===== src/hw/rtl/two_stack_queue_top_macros.svh =====
// ---------------------------------------------------------------------------
// Two-stack queue assertion macros
// Shared concurrent assertion forms, clocked on clk and disabled in reset.
// ---------------------------------------------------------------------------
`ifndef TWO_STACK_QUEUE_TOP_MACROS_SVH
`define TWO_STACK_QUEUE_TOP_MACROS_SVH

// The condition holds at every clock edge out of reset.
`define TSQ_ASSERT_ALWAYS(label, cond) \
    label: assert property (@(posedge clk) disable iff (!rst_n) (cond)) \
        else $error("two_stack_queue invariant violated");

// When the antecedent holds, the consequent holds in the next cycle.
`define TSQ_ASSERT_NEXT(label, ante, cons) \
    label: assert property (@(posedge clk) disable iff (!rst_n) (ante) |=> (cons)) \
        else $error("two_stack_queue sequence violated");

`endif


===== src/hw/rtl/tsq_pkg.sv =====
// ---------------------------------------------------------------------------
// tsq_pkg
// Types and constants shared by the two-stack queue modules.
// ---------------------------------------------------------------------------
package tsq_pkg;

    localparam int DATA_W      = 32;
    localparam int CAP_W       = 7;
    localparam int STATUS_W    = 3;
    localparam int MOVED_W     = 7;
    localparam int IN_DEPTH_DEF  = 64;
    localparam int OUT_DEPTH_DEF = 64;

    localparam logic [CAP_W-1:0] CAP_RESET = 7'd64;

    // Configuration register indexes.
    localparam logic REG_ENQ_CAP = 1'b0;
    localparam logic REG_DEQ_CAP = 1'b1;

    // Commands.
    localparam logic CMD_ENQ = 1'b0;
    localparam logic CMD_DEQ = 1'b1;

    typedef enum logic [STATUS_W-1:0] {
        ST_ENQ  = 3'd0,
        ST_DEQ  = 3'd1,
        ST_OVF  = 3'd2,
        ST_UNF  = 3'd3,
        ST_LACK = 3'd4
    } status_t;

    typedef enum logic [1:0] {
        S_IDLE,
        S_EVAL,
        S_MOVE,
        S_POP
    } state_t;

endpackage


===== src/hw/rtl/tsq_stack_ram.sv =====
// ---------------------------------------------------------------------------
// tsq_stack_ram
// Storage for one stack: one write port and one registered read port.
// ---------------------------------------------------------------------------
module tsq_stack_ram #(
    parameter int DEPTH = tsq_pkg::IN_DEPTH_DEF,
    parameter int AW    = (DEPTH > 1) ? $clog2(DEPTH) : 1
) (
    input  logic                       clk,
    input  logic                       we,
    input  logic [AW-1:0]              waddr,
    input  logic [tsq_pkg::DATA_W-1:0] wdata,
    input  logic [AW-1:0]              raddr,
    output logic [tsq_pkg::DATA_W-1:0] rdata
);

    logic [tsq_pkg::DATA_W-1:0] mem [DEPTH];
    logic [tsq_pkg::DATA_W-1:0] rdata_reg;

    always_ff @(posedge clk)
    begin
        if (we)
        begin
            mem[waddr] <= wdata;
        end
        rdata_reg <= mem[raddr];
    end

    assign rdata = rdata_reg;

endmodule


===== src/hw/rtl/two_stack_queue_top.sv =====
// ---------------------------------------------------------------------------
// two_stack_queue_top
// FIFO queue built from an input stack and an output stack in two RAMs.
// ---------------------------------------------------------------------------
// A request is taken when start is high and busy is low: command 0 pushes
// value, command 1 pops the oldest word. Each request gives one result on
// status, data and moved, shown for one cycle while done is high; the
// receiver cannot stall it. busy stays high from acceptance until the
// result is registered, so one request is in the block at a time.
// A push without a move is answered from the evaluate state; a pop reads
// the output RAM there and is answered from the pop state after it. When
// the input stack has to be reversed into the output stack, the move
// copies one word per cycle through the input RAM's read port and the
// output RAM's write port, and the request is then evaluated again. Each
// word is moved at most once. The capacities are written through cfg_we,
// cfg_index and cfg_wdata; the user must do so only while the block is
// idle; the block itself does not enforce it. Reset empties both stacks
// and sets both capacities to 64; stack contents are not cleared.
// ---------------------------------------------------------------------------
`include "two_stack_queue_top_macros.svh"

module two_stack_queue_top #(
    parameter int IN_DEPTH  = tsq_pkg::IN_DEPTH_DEF,
    parameter int OUT_DEPTH = tsq_pkg::OUT_DEPTH_DEF
) (
    input  logic                               clk,
    input  logic                               rst_n,
    input  logic                               start,
    output logic                               busy,
    input  logic                               command,
    input  logic signed [tsq_pkg::DATA_W-1:0]  value,
    output logic                               done,
    output logic [tsq_pkg::STATUS_W-1:0]       status,
    output logic signed [tsq_pkg::DATA_W-1:0]  data,
    output logic [tsq_pkg::MOVED_W-1:0]        moved,
    input  logic                               cfg_we,
    input  logic                               cfg_index,
    input  logic [tsq_pkg::CAP_W-1:0]          cfg_wdata
);

    localparam int IN_CW  = $clog2(IN_DEPTH + 1);
    localparam int OUT_CW = $clog2(OUT_DEPTH + 1);
    localparam int IN_AW  = (IN_DEPTH > 1) ? $clog2(IN_DEPTH) : 1;
    localparam int OUT_AW = (OUT_DEPTH > 1) ? $clog2(OUT_DEPTH) : 1;
    localparam int CMPW   = (IN_CW > OUT_CW) ? IN_CW : OUT_CW;
    localparam int DW     = tsq_pkg::DATA_W;

    localparam logic [IN_CW-1:0]  IN_DEPTH_C  = IN_CW'(IN_DEPTH);
    localparam logic [OUT_CW-1:0] OUT_DEPTH_C = OUT_CW'(OUT_DEPTH);

    tsq_pkg::state_t  state_reg, state_next;

    logic [tsq_pkg::CAP_W-1:0] enq_cap_reg, deq_cap_reg;
    logic [IN_CW-1:0]          in_count_reg, in_count_next;
    logic [OUT_CW-1:0]         out_count_reg, out_count_next;
    logic                      cmd_reg;
    logic [DW-1:0]             val_reg;
    logic [tsq_pkg::MOVED_W-1:0] mv_reg, mv_next;
    logic [IN_CW-1:0]          rd_cnt_reg, rd_cnt_next;
    logic [IN_CW-1:0]          wr_cnt_reg, wr_cnt_next;
    logic                      rd_vld_reg, rd_vld_next;

    logic                      done_reg, done_next;
    tsq_pkg::status_t          status_reg, status_next;
    logic [DW-1:0]             data_reg, data_next;
    logic [tsq_pkg::MOVED_W-1:0] moved_reg, moved_next;

    logic [IN_CW-1:0]  in_cap;
    logic [OUT_CW-1:0] out_cap;
    logic              in_full, in_empty, out_empty, move_fits;
    logic              accept, rd_go, last_wr;

    logic              in_we, out_we;
    logic [IN_AW-1:0]  in_waddr, in_raddr;
    logic [OUT_AW-1:0] out_waddr, out_raddr;
    logic [DW-1:0]     in_wdata, out_wdata, in_rdata, out_rdata;

    // Configuration registers.
    always_ff @(posedge clk or negedge rst_n)
    begin
        if (!rst_n)
        begin
            enq_cap_reg <= tsq_pkg::CAP_RESET;
            deq_cap_reg <= tsq_pkg::CAP_RESET;
        end
        else if (cfg_we)
        begin
            case (cfg_index)
                tsq_pkg::REG_ENQ_CAP: enq_cap_reg <= cfg_wdata;
                tsq_pkg::REG_DEQ_CAP: deq_cap_reg <= cfg_wdata;
                default: ;
            endcase
        end
    end

    // A capacity of zero acts as one; any value above the depth acts as the depth.
    always_comb
    begin
        if (enq_cap_reg == '0)
            in_cap = IN_CW'(1);
        else if (enq_cap_reg > IN_DEPTH)
            in_cap = IN_DEPTH_C;
        else
            in_cap = IN_CW'(enq_cap_reg);

        if (deq_cap_reg == '0)
            out_cap = OUT_CW'(1);
        else if (deq_cap_reg > OUT_DEPTH)
            out_cap = OUT_DEPTH_C;
        else
            out_cap = OUT_CW'(deq_cap_reg);
    end

    assign in_full   = (in_count_reg >= in_cap);
    assign in_empty  = (in_count_reg == '0);
    assign out_empty = (out_count_reg == '0);
    assign move_fits = (CMPW'(in_count_reg) <= CMPW'(out_cap));
    assign accept    = start && (state_reg == tsq_pkg::S_IDLE);
    assign busy      = (state_reg != tsq_pkg::S_IDLE);

    // The move walks the input stack from the top down while filling the
    // output stack from the bottom up; each write comes in the cycle after its read.
    assign rd_go   = (rd_cnt_reg != in_count_reg);
    assign last_wr = rd_vld_reg && (wr_cnt_reg == in_count_reg - IN_CW'(1));

    // Next state.
    always_comb
    begin
        state_next = state_reg;
        case (state_reg)
            tsq_pkg::S_IDLE:
            begin
                if (start)
                    state_next = tsq_pkg::S_EVAL;
            end
            tsq_pkg::S_EVAL:
            begin
                state_next = tsq_pkg::S_IDLE;
                if (cmd_reg == tsq_pkg::CMD_ENQ)
                begin
                    if (in_full && out_empty && move_fits)
                        state_next = tsq_pkg::S_MOVE;
                end
                else if (!(in_empty && out_empty))
                begin
                    if (!out_empty)
                        state_next = tsq_pkg::S_POP;
                    else if (move_fits)
                        state_next = tsq_pkg::S_MOVE;
                end
            end
            tsq_pkg::S_MOVE:
            begin
                if (last_wr)
                    state_next = tsq_pkg::S_EVAL;
            end
            tsq_pkg::S_POP:
            begin
                state_next = tsq_pkg::S_IDLE;
            end
            default:
            begin
                state_next = tsq_pkg::S_IDLE;
            end
        endcase
    end

    // Datapath and result outputs.
    always_comb
    begin
        in_count_next  = in_count_reg;
        out_count_next = out_count_reg;
        mv_next        = mv_reg;
        rd_cnt_next    = rd_cnt_reg;
        wr_cnt_next    = wr_cnt_reg;
        rd_vld_next    = 1'b0;
        done_next      = 1'b0;
        status_next    = status_reg;
        data_next      = data_reg;
        moved_next     = moved_reg;
        in_we          = 1'b0;
        out_we         = 1'b0;
        in_waddr       = in_count_reg[IN_AW-1:0];
        in_wdata       = val_reg;
        in_raddr       = IN_AW'(in_count_reg - IN_CW'(1) - rd_cnt_reg);
        out_waddr      = OUT_AW'(wr_cnt_reg);
        out_wdata      = in_rdata;
        out_raddr      = OUT_AW'(out_count_reg - OUT_CW'(1));

        case (state_reg)
            tsq_pkg::S_IDLE:
            begin
                if (accept)
                    mv_next = '0;
            end
            tsq_pkg::S_EVAL:
            begin
                rd_cnt_next = '0;
                wr_cnt_next = '0;
                if (cmd_reg == tsq_pkg::CMD_ENQ)
                begin
                    if (in_full && !out_empty)
                    begin
                        done_next   = 1'b1;
                        status_next = tsq_pkg::ST_OVF;
                        data_next   = '0;
                        moved_next  = '0;
                    end
                    else if (in_full && !move_fits)
                    begin
                        done_next   = 1'b1;
                        status_next = tsq_pkg::ST_LACK;
                        data_next   = '0;
                        moved_next  = '0;
                    end
                    else if (!in_full)
                    begin
                        in_we         = 1'b1;
                        in_count_next = in_count_reg + IN_CW'(1);
                        done_next     = 1'b1;
                        status_next   = tsq_pkg::ST_ENQ;
                        data_next     = val_reg;
                        moved_next    = mv_reg;
                    end
                end
                else
                begin
                    if (in_empty && out_empty)
                    begin
                        done_next   = 1'b1;
                        status_next = tsq_pkg::ST_UNF;
                        data_next   = '0;
                        moved_next  = '0;
                    end
                    else if (out_empty && !move_fits)
                    begin
                        done_next   = 1'b1;
                        status_next = tsq_pkg::ST_LACK;
                        data_next   = '0;
                        moved_next  = '0;
                    end
                    else if (!out_empty)
                    begin
                        // The read of the top entry is issued here.
                        out_count_next = out_count_reg - OUT_CW'(1);
                    end
                end
            end
            tsq_pkg::S_MOVE:
            begin
                if (rd_go)
                begin
                    rd_cnt_next = rd_cnt_reg + IN_CW'(1);
                    rd_vld_next = 1'b1;
                end
                if (rd_vld_reg)
                begin
                    out_we      = 1'b1;
                    wr_cnt_next = wr_cnt_reg + IN_CW'(1);
                end
                if (last_wr)
                begin
                    out_count_next = OUT_CW'(in_count_reg);
                    in_count_next  = '0;
                    mv_next        = tsq_pkg::MOVED_W'(in_count_reg);
                end
            end
            tsq_pkg::S_POP:
            begin
                done_next   = 1'b1;
                status_next = tsq_pkg::ST_DEQ;
                data_next   = out_rdata;
                moved_next  = mv_reg;
            end
            default: ;
        endcase
    end

    always_ff @(posedge clk or negedge rst_n)
    begin
        if (!rst_n)
        begin
            state_reg     <= tsq_pkg::S_IDLE;
            in_count_reg  <= '0;
            out_count_reg <= '0;
            rd_vld_reg    <= 1'b0;
            done_reg      <= 1'b0;
        end
        else
        begin
            state_reg     <= state_next;
            in_count_reg  <= in_count_next;
            out_count_reg <= out_count_next;
            rd_vld_reg    <= rd_vld_next;
            done_reg      <= done_next;
        end
    end

    always_ff @(posedge clk)
    begin
        if (accept)
        begin
            cmd_reg <= command;
            val_reg <= value;
        end
        mv_reg     <= mv_next;
        rd_cnt_reg <= rd_cnt_next;
        wr_cnt_reg <= wr_cnt_next;
        status_reg <= status_next;
        data_reg   <= data_next;
        moved_reg  <= moved_next;
    end

    tsq_stack_ram #(
        .DEPTH (IN_DEPTH),
        .AW    (IN_AW)
    ) u_in_ram (
        .clk   (clk),
        .we    (in_we),
        .waddr (in_waddr),
        .wdata (in_wdata),
        .raddr (in_raddr),
        .rdata (in_rdata)
    );

    tsq_stack_ram #(
        .DEPTH (OUT_DEPTH),
        .AW    (OUT_AW)
    ) u_out_ram (
        .clk   (clk),
        .we    (out_we),
        .waddr (out_waddr),
        .wdata (out_wdata),
        .raddr (out_raddr),
        .rdata (out_rdata)
    );

    assign done   = done_reg;
    assign status = status_reg;
    assign data   = data_reg;
    assign moved  = moved_reg;

    `TSQ_ASSERT_ALWAYS(a_in_count_bound, in_count_reg <= IN_DEPTH_C)
    `TSQ_ASSERT_ALWAYS(a_move_onto_empty, (state_reg != tsq_pkg::S_MOVE) || out_empty)
    `TSQ_ASSERT_NEXT(a_done_single, done_reg, !done_reg)
    `TSQ_ASSERT_NEXT(a_accept_eval, accept, state_reg == tsq_pkg::S_EVAL)

endmodule


===== config.mk =====
export PLATFORM = sky130hd
export DESIGN_NAME = two_stack_queue_top
export DESIGN_NICKNAME = d
export VERILOG_FILES = /design/src/hw/rtl/tsq_pkg.sv /design/src/hw/rtl/tsq_stack_ram.sv /design/src/hw/rtl/two_stack_queue_top.sv
export VERILOG_INCLUDE_DIRS = /design/src /design/src/hw/rtl
export SDC_FILE = /design/constraint.sdc
export NUM_CORES = 2
export LEC_CHECK = 0
export BUFFER_PORTS_ARGS = -buffer_cell sky130_fd_sc_hd__buf_2
export CORE_MARGIN = 3
export CORE_UTILIZATION = 45
export CTS_CLUSTER_DIAMETER = 30
export DETAILED_ROUTE_END_ITERATION = 6
export GPL_TIMING_DRIVEN = 0
export HOLD_SLACK_MARGIN = 0.1
export PLACE_DENSITY = 0.65
export SLEW_MARGIN = 25
export SYNTH_ARGS = -nofsm -noshare
export SYNTH_HDL_FRONTEND = slang
export SYNTH_SLANG_ARGS = --single-unit

===== constraint.sdc =====
create_clock -name clk -period 11.4 [get_ports clk]
set_clock_uncertainty 0.05 [all_clocks]
set_input_delay 2.28 -clock clk [delete_from_list [all_inputs] [get_ports clk]]
set_output_delay 2.28 -clock clk [all_outputs]
set_load 0.005 [all_outputs]

# Word level (Yosys, flattened, before mapping)
# Memory sizes are Yosys's and may differ from the RTL's. A register that Yosys moved wholly into a read port is not among the register bits.
# Index checks and enable logic that the tools add are counted.
# word_totals
ff_bits	128
ram_bits	4096
word_cells	146
mem_count	2
# memory_table
memory	words	word_bits	rd	rd_ports_with_merged_regs	wr	line	rtl
u_in_ram.mem	64	32	1	1	1	tsq_stack_ram.sv:17	logic [tsq_pkg::DATA_W-1:0] mem [DEPTH];
u_out_ram.mem	64	32	1	1	1	tsq_stack_ram.sv:17	
# classes
n_addsub	6
n_lt_le_gt_ge	4
eq_ne	20
n_mux	70
n_bitwise	1
n_reduce_logical	28
# ops
op	n
32-bit two-way mux	6
7-bit two-way mux	23
7-bit one-hot mux with 2 select lines	6
32-bit one-hot mux with 2 select lines	1
7-bit zero test	4
2-bit != test, second input constant	13
7-bit by 1-bit adder with 7-bit output, second input constant	3
1-bit two-way mux	18
3-bit two-way mux	6
7-bit > comparator, second input constant	2
2-bit two-way mux	7
7-bit by 1-bit subtractor with 7-bit output, second input constant	2
6-bit AND reduction	2
2-bit AND reduction	5
1-bit logical AND	8
2-bit one-hot mux with 4 select lines	1
2-bit nonzero test	4
7-bit == test	1
7-bit greater-or-equal comparator	1
7-bit less-or-equal comparator	1
7-bit != test	1
3-bit one-hot mux with 2 select lines	1
3-bit AND reduction	2
6-bit subtractor	1
8 further kinds	10

# Longest topological paths before layout
# logic_depth
depth_word	12
mapped_depth	14
ltp_nobuf	11

# By module
# A second synthesis with hierarchy kept.
# unflattened
cells_unflattened	7182
area_unflattened_um2	163197.8
# modules_own_cells
module	instances	cells_each	area_each_um2	seq_area_each_um2
tsq_stack_ram	2	3324	78515.3	62139.6
two_stack_queue_top	1	534	6167.2	3686.0

# Worst setup path before layout
# OpenSTA, ideal clock, no wires.
# synth_path
path_type	register to register
start	reg in_count_reg[0]
end	mem u_in_ram.mem[31][0] (netlist name) (enable)
setup_ps	461
arrival_ps	4288
path_slack_ps	6601
stages_incl_launch_ff	9
n_path_buf	1
period_less_slack_ps	4799
path_cell_list	dfrtp_1 -> clkbuf_1 -> inv_1 -> ha_1 -> nand2b_1 -> a211o_1 -> a221oi_2 -> nand2_1 -> nor3_1
# synth_between
elab_chain_cells	9
word_cells_on_any_way	12
# synth_rtl
item	line	rtl
from (decl)	two_stack_queue_top.sv:54	logic [IN_CW-1:0] in_count_reg, in_count_next;
from (signal assigned)	two_stack_queue_top.sv:292	in_count_reg <= in_count_next;
7-bit less-or-equal comparator	two_stack_queue_top.sv:117	assign move_fits = (CMPW'(in_count_reg) <= CMPW'(out_cap));
1-bit zero test	two_stack_queue_top.sv:209	else if (in_full && !move_fits)
1-bit logical AND	two_stack_queue_top.sv:209	
1-bit two-way mux	two_stack_queue_top.sv:209	
1-bit two-way mux	two_stack_queue_top.sv:202	if (in_full && !out_empty)
1-bit two-way mux	two_stack_queue_top.sv:200	if (cmd_reg == tsq_pkg::CMD_ENQ)
1-bit two-way mux	two_stack_queue_top.sv:190	case (state_reg)
1-bit two-way mux	tsq_stack_ram.sv:22	if (we)
1-bit two-way mux (implied by the code)	tsq_stack_ram.sv:24	mem[waddr] <= wdata;
to (decl)	tsq_stack_ram.sv:17	
# Parallel ways exist; a longest one is shown, timed or not.

# Worst setup path after layout
# layout_path
start	reg in_count_reg[0]
end	reg u_in_ram.rdata_reg, in the netlist u_in_ram.rdata[8] (read register of u_in_ram.mem)
# layout_between
elab_chain_cells	2
# layout_rtl
item	line	rtl
7-bit by 1-bit subtractor with 7-bit output	two_stack_queue_top.sv:185	in_raddr = IN_AW'(in_count_reg - IN_CW'(1) - rd_cnt_reg);
6-bit subtractor	two_stack_queue_top.sv:185	
to (decl)	tsq_stack_ram.sv:18	logic [tsq_pkg::DATA_W-1:0] rdata_reg;
# No other way between the ends.
# A chain may end at the register's enable or synchronous reset.

==> metrics.cfg <==
[final_layout]
syn2layout_area_growth_pct = 24.2
layout.nets = 8596
most_common_cell_after_layout_fill_and_taps_aside = sky130_fd_sc_hd__edfxtp_1
fillers = 25468
top_regs = u_in_ram.mem x2048, u_out_ram.mem x2048
layout.cells.most_common_list = sky130_fd_sc_hd__edfxtp_1, sky130_fd_sc_hd__mux4_2, sky130_fd_sc_hd__clkbuf_16
share_of_final_layout_standard_cells_stronger_than_drive_strength_1_pct = 34.2
final-instance-count-excl-fill = 13940

[die]
core_region_area_um2 = 361000
die_y_um = 609
design.die.area_um2 = 371000
initial_standard_cell_utilization_of_the_core_pct = 45.4
chipWidth_um = 609
floorplan.rows = 220
floorplan.io_pins = 89

[sta]
timing.fmax_ghz = 0.139
timing.hold.ws_ns = 0.485
slew_viol_final = 0
worstMarginPinSlew_ns = 1.30
timing.final.crit_period_ns = 7.17
layout_worst_path_cycle_share_pct = 62.9
rsz0062_at_grt = no
slew_headroom_pct = 13.0
fin_setup_tns_ns = 0
setup_viol = 0
finalHoldViolations = 0

[detailed_routing]
post_detailed_route_drc_marker_count = 0
antenna_violating_nets_post_route = 0
totalWireLength_um = 459000
drt-wirelength-per-cell_um = 32.9
drt_iter0_drc = 11363
vias = 84744
viasPerCell = 6.08
drt_first_pass_iters = 7

[yosys]
yosys.cell_types.count = 62
sequential_share_of_the_synthesized_area_pct = 78.1
yosys_warnings = 0
postSynth.topFlopCell = sky130_fd_sc_hd__edfxtp_1
post_synth.cell_area_avg_um2 = 22.2
syn_nets = 7448
number_of_storage_elements_in_the_synthesis_netlist = 4288
synth.cell_area_um2 = 164000
async_flop_share_pct = 0.746
synth-edff-count = 4192
postSynthCellCount = 7378

[critical_path]
startpoint = in_count_reg[0]$_DFFE_PN0P_
worstSetupEndpointType = flip-flop
timing.critical_path.arrival_ns = 7.83
r2r_cells = 13
crit-reg2reg-launch = in_count_reg[0]$_DFFE_PN0P_
critical_path.startpoint_type = flip-flop
worst-endpoint-required_ns = 12.05
path_class = reg -> reg
r2r_slack_ns = 4.23
timing.rr.end = u_in_ram.rdata[8]$_DFF_P_
crit_path_max_fanout = 11

[global_route]
number_of_global_route_vias_before_repair = 86128
grt_overflow = 0
antenna_violations_before_repair = 35
track_usage_pct = 24.6
grt_first_pass_wirelength_um = 649000
largest_net_degree_at_the_start_of_global_routing = 65

[hold_path]
worstHoldPathType = reg -> reg
min_from = deq_cap_reg[0]$_DFFE_PN0P_
min_delay_worst_endpoint = deq_cap_reg[0]$_DFFE_PN0P_
min_path_cells = 1

[place]
hpwl_um = 312000
numPortBuffers = 88
post-place-cells = 12576
globalplace.congestion = 0.916

[clocking]
cts-hold-fix-buffers = 0
cts.sinks = 4288
cts.root.buffer_cell = sky130_fd_sc_hd__clkbuf_16
post_cts_resized = 0
insertion_delay_ns = 1.06
cts.path.max_buffers = 4
cts_post_setup_buffers_inserted = 0
path_clk_slew_ns = 0.05
clock_buffers_created_by_tritoncts = 720
tritoncts = yes
cts-htree-levels = 6

[status]
status = finished, final reports clean

[job]
max_cap_violations = 0

## per-layer routing
| layer | track usage [%] | vias up | part of all wire, % |
|---|---|---|---|
| li1 | - | 33631 | - |
| met1 | 31.9 | 44914 | 36 |
| met2 | 39.0 | 5108 | 48 |
| met3 | 6.24 | 1077 | 10 |
| met4 | 11.8 | 14 | 5.4 |
| met5 | 0 | - | 0.055 |
## through the flow
| step | util [%] | instance area (µm²) | setup WS [ns] |
|---|---|---|---|
| floorplan | - | 164000 | 6.60 |
| global placement | 47.2 | 170000 | 3.27 |
| detailed placement | 49.5 | 178000 | 4.31 |
| CTS | 56.4 | 203000 | 4.24 |
| global route | 56.4 | 203000 | 4.13 |
| finish | 56.4 | 203000 | 4.23 |
## cells in the mapped netlist, types with 3 or more instances
library cell               number  share of area, %
sky130_fd_sc_hd__nand3_1      149              0.46
sky130_fd_sc_hd__or4_1          3             0.014
sky130_fd_sc_hd__nand2_1      547               1.3
sky130_fd_sc_hd__or2_2          9             0.034
sky130_fd_sc_hd__o21ai_0       16             0.049
sky130_fd_sc_hd__o22a_1         3             0.016
sky130_fd_sc_hd__buf_1         31             0.071
sky130_fd_sc_hd__a211oi_1       6             0.028
sky130_fd_sc_hd__or3_1         11             0.042
sky130_fd_sc_hd__and2_1         8             0.031
sky130_fd_sc_hd__o22ai_1       32              0.12
sky130_fd_sc_hd__nand2b_1       7             0.027
sky130_fd_sc_hd__dfrtp_1       30              0.46
sky130_fd_sc_hd__a21oi_1       47              0.14
sky130_fd_sc_hd__mux4_2      1125                15
sky130_fd_sc_hd__o21ai_1       26             0.079
sky130_fd_sc_hd__nor2_1       172              0.39
sky130_fd_sc_hd__nand4_1        5             0.019
sky130_fd_sc_hd__xor2_1        11             0.059
sky130_fd_sc_hd__a31oi_1       68              0.26
sky130_fd_sc_hd__and3_1        67              0.26
sky130_fd_sc_hd__nand3b_1       3             0.014
sky130_fd_sc_hd__mux2_2        13             0.089
sky130_fd_sc_hd__mux2i_1       94              0.57
sky130_fd_sc_hd__o221ai_1      27              0.14
sky130_fd_sc_hd__nor4_1         3             0.011
sky130_fd_sc_hd__edfxtp_1    4192                77
sky130_fd_sc_hd__buf_6          4             0.028
sky130_fd_sc_hd__xnor2_1       22              0.12
sky130_fd_sc_hd__a22o_1        32              0.17
sky130_fd_sc_hd__dfxtp_1       64              0.78
sky130_fd_sc_hd__nor2b_1       13             0.050
sky130_fd_sc_hd__ha_1          24              0.18
sky130_fd_sc_hd__buf_4         15             0.069
sky130_fd_sc_hd__buf_2        139              0.42
sky130_fd_sc_hd__clkbuf_1     230              0.53
sky130_fd_sc_hd__nor3_1         7             0.021
sky130_fd_sc_hd__a21o_1         6             0.028
sky130_fd_sc_hd__a311oi_1      64              0.34
sky130_fd_sc_hd__nor3_2         3             0.018
sky130_fd_sc_hd__inv_1         17             0.039
sky130_fd_sc_hd__o21a_1        10             0.046
## area by class of cell
type	count	area (µm²)	share of cell area (%)
timing repair buffer	426	7540	3.71
clock inverter	536	6250	3.07
tap	4773	5970	2.94
buffer	420	1860	0.913
sequential	4288	128000	62.9
multi-input combinational	2652	35000	17.2
inverter	18	67.6	0.0332
antenna	15	37.5	0.0184
clock buffer	812	18700	9.17
## worst max-delay path, cell delays in order, from the launching register on
cell and delay [ns]:
sky130_fd_sc_hd__dfrtp_1 0.39, sky130_fd_sc_hd__clkbuf_1 0.40, sky130_fd_sc_hd__or3_1 0.19, sky130_fd_sc_hd__buf_2 0.79
sky130_fd_sc_hd__xnor2_1 0.20, sky130_fd_sc_hd__ha_1 0.28, sky130_fd_sc_hd__or2_2 0.32, sky130_fd_sc_hd__o22ai_1 0.66
sky130_fd_sc_hd__clkbuf_2 0.58, sky130_fd_sc_hd__clkbuf_1 0.84, sky130_fd_sc_hd__clkbuf_1 0.44, sky130_fd_sc_hd__nand3_1 0.27
sky130_fd_sc_hd__a31oi_1 0.87, sky130_fd_sc_hd__mux2i_1 0.54
## how the worst max path moves through the flow
| stage | to | slack, ns |
|---|---|---|
| 2_1_floorplan | u_in_ram.mem[31][0]$_DFFE_PP_ | 6.60 |
| 3_3_place_gp | u_in_ram.mem[31][13]$_DFFE_PP_ | 3.27 |
| 3_5_place_dp | u_in_ram.rdata[11]$_DFF_P_ | 4.31 |
| 4_1_cts | u_in_ram.rdata[11]$_DFF_P_ | 4.24 |
| 5_1_grt | u_in_ram.rdata[8]$_DFF_P_ | 4.13 |
| 6_report | u_in_ram.rdata[8]$_DFF_P_ | 4.23 |
## kinds of logic after synthesis
logic type               count (synthesis)  synth area share [%]
buffers and inverters                  438                  1.16
AO/OA/AOI/OAI                          349                  1.51
flip-flops                            4288                  78.1
XOR/XNOR                                35                 0.200
multiplexers                          1232                  16.1
AND/OR/NAND/NOR                       1011                  2.66
adder cells (fa/ha/maj)                 25                 0.196
Power is not shown: default switching activity piles up to over one toggle a cycle in this logic, so the estimate is an artifact.
